`src/hw/rtl/pfa_ram.sv`:
```
module pfa_ram #(
  parameter int WIDTH = 8,
  parameter int DEPTH = 256
) (
  input  logic                     clk,
  input  logic                     we,
  input  logic [$clog2(DEPTH)-1:0] waddr,
  input  logic [WIDTH-1:0]         wdata,
  input  logic [$clog2(DEPTH)-1:0] raddr,
  output logic [WIDTH-1:0]         rdata
);

  logic [WIDTH-1:0] mem [DEPTH];

  always_ff @(posedge clk) begin
    if (we) begin
      mem[waddr] <= wdata;
    end
    rdata <= mem[raddr];
  end

endmodule

```
`config.mk`:
```
export PLATFORM = sky130hd
export DESIGN_NAME = pfa_ram
export DESIGN_NICKNAME = d
export VERILOG_FILES = /design/src/hw/rtl/pfa_ram.sv
export SDC_FILE = /design/constraint.sdc
export NUM_CORES = 2
export LEC_CHECK = 0
export ABC_AREA = 1
export ABC_CLOCK_PERIOD_IN_PS = 1800
export BUFFER_PORTS_ARGS = -buffer_cell sky130_fd_sc_hd__buf_2
export CAP_MARGIN = 10
export CORE_MARGIN = 2
export CORE_UTILIZATION = 30
export DETAILED_ROUTE_END_ITERATION = 12
export MAX_ROUTING_LAYER = met4
export PLACE_DENSITY = 0.52
export SLEW_MARGIN = 25
export SYNTH_ARGS = -nofsm -noshare
export SYNTH_HDL_FRONTEND = slang
export SYNTH_SLANG_ARGS = --single-unit
```
`constraint.sdc`:
```
create_clock -name clk -period 1.8 [get_ports clk]
set_input_delay 0.09 -clock clk [delete_from_list [all_inputs] [get_ports clk]]
set_output_delay 0.09 -clock clk [all_outputs]
set_load 0.005 [all_outputs]
```
# Yosys cells after proc, flatten, opt, wreduce, memory -nomap -nowiden
# Memory sizes are Yosys's and may differ from the RTL's. A register that Yosys moved wholly into a read port is not among the register bits.
# Cells that the tools add are included.
[op_classes]
n_mux = 2
[op_table]
columns = ["op", "n"]
rows = [
  ["two-way mux 1 bit", 2],
]
[totals]
ff_bits = 0
ramBits = 2048
inputBits = 26
out_inout_bits = 8
elab_cells = 3
n_memories = 1
[mem_list]
columns = ["name", "words", "width", "read_ports", "rd_clocked_by_memory_dff", "write_ports", "line_no", "text"]
rows = [
  ["mem", 256, 8, 1, 1, 1, "13", "logic [WIDTH-1:0] mem [DEPTH];"],
]

# Longest topological paths before layout
[depth]
word_depth = 2
depth_mapped = 15
mapped_depth_nobuf = 11

# Least setup slack after synthesis
# OpenSTA, ideal clock, no wires.
[synth_path]
kind = "input to register"
start = "in we"
end = "mem mem[162][0], enable pin"
setup_time_ns = 0.370
t_arrival_ns = 1.211
required_time_ns = 1.430
slack_ns = 0.219
path_stages = 4
path_buffers = 2
cell_sequence = "clkbuf_1 > nand3_1 > clkbuf_1 > nor2_1"
[synth_via]
elab_chain_cells = 2
[synth_lines]
columns = ["element", "line_no", "text"]
rows = [
  ["start, declared", "6", "input logic we,"],
  ["two-way mux 1 bit", "16", "if (we) begin"],
  ["two-way mux 1 bit (implied by the code)", "17", "mem[waddr] <= wdata;"],
  ["end, declared", "13", ""],
]
# Every way passes these cells.

==> results.yml <==
floorplanning:
  fp.dieH_microns: 531
  io_pins: 34
  row_count: 193
  core-area_sq_mm: 0.276
  dieArea_sq_mm: 0.282
  die_w_microns: 531
  start_util: 0.302
power:
  power_leakage_nw: 35.7
  p_int_mw: 79.5
  sequentialPowerShare: 0.512
  pwr-share-clk: 0.417
  power.density_mw_per_mm2: 1020
  p_switching_mw: 23.5
  p_comb_frac: 0.071
  sw_frac_of_total: 0.228
  peakVddDrop_uv: 817
worst_setup_path:
  cp_max_fo: 1
  worstRegToRegCells: 10
  worstSetupStartpointType: "flop"
  reg2reg_from: "mem[79][7]"
  worstSetupEndpoint: "rdata[7]"
  r2r_setup_slack_ps: 40
  r2r-end: "rdata[7]"
  critPathCaptureType: "flop"
  cp_data_arrival_time_ps: 2510
  critical_path_class: "reg -> reg"
  cp.required_ps: 2550
  worstSetupStartpoint: "mem[79][7]"
yosys:
  synth_flop_cell: "edfxtp_1"
  synth_top_area_share: 0.737
  synth_edf_count: 2048
  post-synth-top-count-cell: "nand2_1"
  synth_fp_nets: 7029
  yosysWarnings: 0
  synth_top_area_cell: "edfxtp_1"
  synth_common_cells: "nand2_1, edfxtp_1, nand3_1"
  synthCells: 7003
  ys_ff_latch: 2056
  ys_seq_area_frac: 0.739
  ys_async_sr_fraction: 0
  ys_types: 14
  synth.area.top_cells: "edfxtp_1, nand3_1, nand2_1, buf_2, nor2_1"
  syn_area_sq_mm: 0.0834
  syn_avg_cell_area_sq_um: 11.9
global_route:
  use_met2: 0.293
  busiest_layer: "met2"
  grt_antenna_before_repair: 14
  grtUsageMet1: 0.245
  grt_pass1_wl_mm: 376
  grt_pass1_vias: 54400
  grt.overflow.total: 0
  grt_usage: 0.185
  gr-usage-met3: 0.0215
  grt_max_degree: 83
timing:
  clock_skew_ps: 35.5
  slew-limit-headroom: 0.347
  final-hold-violation-count: 0
  fin_crit_ps: 1760
  fmax_mhz: 567
  slew_violations: 0
  fin_hold_ws_ps: 63.4
  worst_pin_slew_ps: 978
  fin_crit_sh: 0.979
  setup_viol: 0
  grt_setup_unrepaired: "yes"
routing:
  finalWirelength_mm: 257
  wl_per_cell_microns: 22.5
  drc_errors: 0
  viasPerCell: 4.95
  ant_nets: 0
  dr.pass1.iters: 5
  drt_iter0_markers: 5793
  num_vias: 56500
cts:
  clock_latency_ps: 870
  clock-sinks: 2056
  cts-root-buf: "clkbuf_16"
  cts.htree.levels: 4
  tritoncts: "built"
  cts_buffer_depth: 4
  cts_made_buffers: 214
  clk_pin_slew_ps: 60
place:
  dpl_cell_area_sq_mm: 0.0937
  port_buffers: 33
  dp_cells: 11000
  gp_congestion: 0.944
  hpwl_mm: 163
status:
  status: "finished clean"
cells_and_area:
  drive_gt1_frac: 0.147
  area_growth_pct: 20.8
  design_area_sq_mm: 0.101
  final_net_count: 7554
  fin_cells: 11400
worst_hold_path:
  hold_path.class: "in -> reg"
  holdPathStages: 7
job:
  cap_violations: 0
## area by class of cell
cell class	instances	area, sq um
clock inverter	117	1080
sequential	2056	61700
multi-input combinational	4425	19400
inverter	39	180
timing repair buffer	792	8190
clock buffer	260	5580
tap	3705	4640
antenna	14	35.0
fill	26700	176000
## worst max-delay path, cell delays in order (launching register included)
cell,delay [ps]
edfxtp_1,370
nand2_1,80
nand3_1,80
nand3_1,90
nand3_1,170
nand3_1,150
nand3_1,190
nand3_2,190
nand2_1,90
nand2_2,170
nand2_1,80
## layout by cell type (no fill, tap or decap), types with 28 or more instances in the layout
master     instances
nand2_1         2103
edfxtp_1        2048
nand3_1         1989
buf_4            572
nor2_1           281
clkbuf_16        216
buf_12           174
clkinv_2          43
clkbuf_1          43
clkinv_1          41
inv_1             34
nand3_2           28
## power by group through the flow
| stage | logic [mW] | clock network (mW) | registers, mW |
|---|---|---|---|
| after floorplan | 3.26 | 0 | 53.8 |
| after global placement | 7.17 | 0 | 53.8 |
| after detailed placement | 7.19 | 0 | 53.8 |
| after CTS | 7.26 | 43.7 | 52.8 |
| after global routing | 7.84 | 45.5 | 52.8 |
| final | 7.29 | 43.0 | 52.8 |
## routing by layer
layer  share of wire  wire length, microns
met3           0.059                 15000
met1            0.43                111000
met2            0.48                122000
met5               0                     0
met4           0.033                  8450
## worst min-delay path by stage
| stage | from | endpoint |
|---|---|---|
| 4_1_cts | waddr[2] | mem[192][6] |
| 5_1_grt | raddr[5] | rdata[3] |
| 2_1_floorplan | wdata[0] | mem[0][0] |
| 3_3_place_gp | wdata[7] | mem[176][7] |
| 6_report | waddr[2] | mem[192][6] |
| 3_5_place_dp | wdata[7] | mem[176][7] |
## metrics by stage
step | util | TNS [ps] | power [mW] | setup slack [ps]
floorplan | - | 0 | 57.1 | 219
global placement | 0.339 | -5490 | 61.0 | -908
detailed placement | 0.339 | -5190 | 61.0 | -869
CTS | 0.364 | 0 | 104 | 9.16
global route | 0.364 | -22.4 | 106 | -10.2
finish | 0.364 | 0 | 103 | 37.2
## kinds of logic after synthesis
| family | count (synthesis) | share of synthesized area |
|---|---|---|
| simple gates | 4425 | 0.229 |
| buf+inv | 522 | 0.0312 |
| flops | 2056 | 0.739 |
## registers in the layout (all words and copies together) (netlist names)
signal	count
mem	2048
rdata	8
## repair_timing
item | in CTS | in global routing
hold buffers | 15 | 0
setup buffers | 0 | 0
endpoints found under the setup margin | 8 | 15
resized for setup | 14 | 32
hold endpoints to repair | 1633 | 0
Note: power is estimated with default switching activity, not from simulation.
