**src/hw/rtl/pfa_pkg.sv**
```systemverilog
package pfa_pkg;

  // item fields
  localparam int PID_IN_W    = 6;
  localparam int FRAME_OUT_W = 8;
  localparam int PAGE_OUT_W  = 4;
  localparam int CNT_OUT_W   = 32;
  localparam int STATUS_W    = 3;

  // stream widths
  localparam int S_TDATA_W = 8;
  localparam int M_TDATA_W = 80;
  localparam int M_PAD_W   = M_TDATA_W - (FRAME_OUT_W + PAGE_OUT_W + 2 * CNT_OUT_W);

  // configuration registers
  localparam int CFG_INDEX_W = 1;
  localparam int CFG_DATA_W  = 9;
  localparam int PPP_W       = 5;
  localparam int TF_W        = 9;

  localparam logic [CFG_INDEX_W-1:0] CFG_PAGES_PER_PROCESS = 1'b0;
  localparam logic [CFG_INDEX_W-1:0] CFG_TOTAL_FRAMES      = 1'b1;

  localparam logic [PPP_W-1:0] PPP_RESET = 5'd4;
  localparam int               TF_RESET  = 256;

  // request kinds
  localparam logic CMD_ALLOC = 1'b0;
  localparam logic CMD_FREE  = 1'b1;

  // result status codes
  localparam logic [STATUS_W-1:0] STAT_GRANTED      = 3'd0;
  localparam logic [STATUS_W-1:0] STAT_RESIDENT     = 3'd1;
  localparam logic [STATUS_W-1:0] STAT_NO_SPACE     = 3'd2;
  localparam logic [STATUS_W-1:0] STAT_FREED        = 3'd3;
  localparam logic [STATUS_W-1:0] STAT_NOT_RESIDENT = 3'd4;

  typedef struct packed {
    logic [STATUS_W-1:0]    status;
    logic [FRAME_OUT_W-1:0] frame;
    logic [PAGE_OUT_W-1:0]  page;
    logic                   last;
    logic [CNT_OUT_W-1:0]   pages_in_total;
    logic [CNT_OUT_W-1:0]   pages_out_total;
  } result_t;

  typedef struct packed {
    logic active;
    logic clear_tables;
  } sweep_status_t;

endpackage

```
**src/hw/rtl/pfa_sweep.sv**
```systemverilog
module pfa_sweep #(
  parameter int LENGTH = 256
) (
  input  logic                      clk,
  input  logic                      rst,
  input  logic                      restart,
  output pfa_pkg::sweep_status_t    status,
  output logic [$clog2(LENGTH)-1:0] idx
);

  localparam int IW = $clog2(LENGTH);

  logic active;
  logic clear_tables;

  // reset clears the process table and fills the queue; a refill only fills the queue
  always_ff @(posedge clk) begin
    if (rst) begin
      active       <= 1'b1;
      clear_tables <= 1'b1;
      idx          <= '0;
    end else if (restart) begin
      active <= 1'b1;
      idx    <= '0;
    end else if (active) begin
      if (idx == IW'(LENGTH - 1)) begin
        active       <= 1'b0;
        clear_tables <= 1'b0;
      end else begin
        idx <= idx + IW'(1);
      end
    end
  end

  assign status.active       = active;
  assign status.clear_tables = clear_tables;

endmodule

```
**config.mk**
```make
export PLATFORM = sky130hd
export DESIGN_NAME = pfa_sweep
export DESIGN_NICKNAME = d
export VERILOG_FILES = /design/src/hw/rtl/pfa_pkg.sv /design/src/hw/rtl/pfa_sweep.sv
export SDC_FILE = /design/constraint.sdc
export NUM_CORES = 1
export LEC_CHECK = 0
export ABC_CLOCK_PERIOD_IN_PS = 1200
export BUFFER_PORTS_ARGS = -buffer_cell sky130_fd_sc_hd__buf_2
export CORE_AREA = 2 2 39 41
export CTS_CLUSTER_SIZE = 16
export DETAILED_ROUTE_END_ITERATION = 6
export DIE_AREA = 0 0 41 43
export SYNTH_ARGS = -nofsm -noshare
export SYNTH_HDL_FRONTEND = slang
export SYNTH_SLANG_ARGS = --single-unit
export TNS_END_PERCENT = 10
```
**constraint.sdc**
```tcl
create_clock -name clk -period 1.2 [get_ports clk]
set_input_delay 0.12 -clock clk [delete_from_list [all_inputs] [get_ports clk]]
set_output_delay 0.12 -clock clk [all_outputs]
set_load 0.02 [all_outputs]
```
Yosys cells after proc, flatten, opt, wreduce, memory -nomap -nowiden
Index checks and enable logic that the tools add are counted.
W data, S select, Z words.

storage, ports and cells
  register bits after elaboration = 10
  input bits = 3
  output and inout port bits = 10
  logic and storage cells = 12

cells by class
  add/subtract/negate cells = 1
  equality and inequality tests = 1
  mux-type cells = 2
  bitwise logic cells = 2
  reduce and logical (&&, ||, !) cells = 3

operators with widths
  operator               number
  $add A8 B1 Y8 const B  1
  $eq A8 B8 Y1 const B   1
  $reduce_and A3 Y1      1
  $mux W1                2
  $not A1 Y1             2
  $reduce_and A2 Y1      1
  $reduce_or A2 Y1       1

Longest topological paths before layout
  depth in word-level cells = 3
  mapped depth = 4
  gate-level depth less buffers = 4

Worst setup path before layout
OpenSTA, ideal clock, no wires.

  path type = register -> register
  from = reg idx[0]
  to = reg idx[6]
  setup time = 112 ps
  arrival = 1357 ps
  data required time = 1088 ps
  path slack = -269 ps
  cell stages (with the launch flop) = 5
  buffers on the path = 0
  clock period less this slack = 1469 ps
  cells stage by stage = dfxtp_1 -> ha_1 -> and3_1 -> a41oi_1 -> a2111oi_1

on the way
  cells in the longest elaborated chain, start to end = 3
  elaborated cells on any way between the ends = 4
  classes of those cells = add/sub (1); eq/ne (1); bitwise (1); reduce/logical (1)

ends and longest elaborated chain
  item                                                   line             text
  from (decl)                                            pfa_sweep.sv:8   output logic [$clog2(LENGTH)-1:0] idx
  from (signal assigned)                                 pfa_sweep.sv:30  idx <= idx + IW'(1);
  branches (longest 3 deep; another with $add A8 B1 Y8)  --

Several ways; the timed one is not identified.
A chain may end at the register's enable or synchronous reset.

Worst setup path in the final report
  from = reg idx[3]
  to = reg idx[5]

The elaborated chain is that of the path after synthesis.

==> flow_summary.ini <==
[run_status]
outcome = complete, no violations

[timing]
final.min_clock_period_ns = 1.18
worstMarginPinSlew_ns = 0.251
min_period_over_period = 0.986
relSlewSlack = 0.832
fin_skew_ns = 0.00241
finalSetupViolations = 0
finalHoldViolCount = 0
grt_setup_unrepaired = yes
final.setup.tns_ns = 0
maxSlewViolCount = 0
clock.fmax_mhz = 845

[worst_setup_path]
crit_path_start_kind = flop
r2r_end = idx[5]
r2r_cells = 4
required_ns = 1.41
worstPathArrival_ns = 1.40
cp-end-kind = flop
r2r_slack_ns = 0.02
cp_max_fo = 8
path_class = flop to flop
crit_start = idx[3]
cpPeakStageDelay_ns = 0.35
path_cells = and4_1, buf_4, a211oi_2, mux2i_1
critPathSlowestCell = dfxtp_2
r2r-start = idx[3]
cp-endpoint = idx[5]

[logic_synthesis]
yosysMostFrequentCell = dfxtp_1
ys_async_sr_fraction = 0
synth-edff-count = 0
synth_cell_types = 27
yosys.area.top_type = dfxtp_1
synth.avg_cell_area_um2 = 9.38
synth_common_cells = 10 x dfxtp_1, 8 x nand2_1, 4 x a21oi_1, 4 x mux2i_1, 3 x or3_1
synth_seq_cells = 10
synthCells = 54
yosysSeqAreaShare = 0.395
ys.flop_type = dfxtp_1
synth_top_cell_area_share = 0.395
yosys_warnings = 0
synth_fp_nets = 58
syn_area_um2 = 507
synthTopCellsByArea = dfxtp_1 40%, mux2i_1 7.9%, nand2_1 5.9%

[route]
vias_per_cell = 5.38
wirelength_mm = 1.25
via_count = 506
drc_errors = 0
first_iter_violations = 6
ant_nets = 0
drtPass1Iterations = 4
wl_per_cell_um = 13.3

[clocking]
numCtsBuffers = 3
cts_max_path_buffers = 2
post-cts-setup-buffers = 0
cts_sinks = 10
clkTransAtPathRegs_ns = 0.07
cts_tree = built
clk_latency_ns = 0.28
cts-root-buf = clkbuf_4
htreeDepth = 1
ctsHoldBuffers = 0

[layout]
diodes = 0
nNetsFinal = 83
final_util = 0.542
area_growth_syn_to_layout_pct = 48.1
nFillCells = 138
drive_gt1_frac = 0.538

[power_and_ir_drop]
cellPowerDensity_nw_per_um2 = 937
vdd_ir_drop_max_uv = 748
power.total_mw = 0.703
leakagePower_nw = 0.323

[global_routing]
track_usage = 0.175
grt_first_pass_wirelength_mm = 2.04
grt_max_degree = 9
grt_overflow = 0
first_global_vias = 503
antenna_found_initial = 0

[placement]
place_hpwl_um = 856
numPortBuffers = 12
gp_congestion = 0.715

[floorplan]
core_area_um2 = 1380
fp.dieH_um = 43
num_rows = 14
die_x_um = 41
ios = 13
start_util = 0.366
die-area_um2 = 1760

[hold_path]
hp-class = input port to flop
hold_depth = 2

[flow_run]
cap_violations = 0
==> where the power goes <==
part	internal, mW	total (mW)	switching [mW]
logic	0.0211	0.0470	0.0259
clock network	0.185	0.320	0.135
registers	0.333	0.336	0.00375
total	0.539	0.703	0.164
==> final cells by class <==
type	count	area, µm²	area share
clock buffers	4	36.3	0.0483
flip-flops and latches	10	211	0.282
well taps	16	20.0	0.0267
repair buffers	23	146	0.195
multi-input cells	41	337	0.448
==> kinds of logic after synthesis <==
| logic type | after synthesis | share of synthesized area |
|---|---|---|
| buffers and inverters | 3 | 0.0395 |
| flip-flops | 10 | 0.395 |
| multiplexers | 4 | 0.0790 |
| adder cells (fa/ha/maj) | 1 | 0.0247 |
| AO/OA/AOI/OAI | 11 | 0.158 |
| AND/OR/NAND/NOR | 25 | 0.304 |
==> timing repair <==
action | CTS | global route
resized for setup | 2 | 9
hold endpoints to repair | 0 | 0
endpoints found under the setup margin | 5 | 9
pin swaps | 2 | 4
==> per-stage QoR <==
stage                     setup WS (ns)  cell area, µm²  hold slack [ns]  std cells
after floorplan                 -0.0510             533            0.191         54
after detailed placement        -0.0474             676            0.420         90
final                            0.0167             751            0.131         94
after global placement          -0.0343             676            0.421         90
after global routing            -0.0564             751            0.150         94
after CTS                       0.00423             718            0.128         94
==> critical path: cells and delay by family (launching register included) <==
kind,cells,cell delay (ns)
AND/OR/NAND/NOR,1,0.17
flip-flops,1,0.35
multiplexers,1,0.20
buffers and inverters,1,0.17
AO/OA/AOI/OAI,1,0.24
==> placed cells by master (no fill, tap or decap), types with 2 or more instances in the layout <==
master    instances
mux2i_1           4
dfxtp_2           3
buf_2            12
nand2_1           8
or3_1             3
dfxtp_1           5
nand4b_1          2
a21oi_1           3
clkbuf_4          3
dfxtp_4           2
buf_4            10
nand4_1           2
==> flip-flops by register name (all words and copies together), names as in the netlist <==
signal,count
idx,8
active,1
clear_tables,1
==> per-layer routing <==
metal | global-route usage | up-vias | routed length (µm)
li1 | - | 250 | -
met1 | 0.225 | 244 | 557
met2 | 0.250 | 7 | 624
met3 | 0.0314 | 5 | 36
met4 | 0.120 | 0 | 32
met5 | 0 | - | 0
==> worst min-delay path by stage <==
stage,from,end,slack [ns]
detailed placement,restart,idx[2],0.42
floorplan,restart,idx[2],0.19
global placement,restart,idx[2],0.42
finish,restart,idx[6],0.13
CTS,restart,idx[2],0.13
global route,rst,idx[2],0.15
Power figures use the tool's default switching activity.
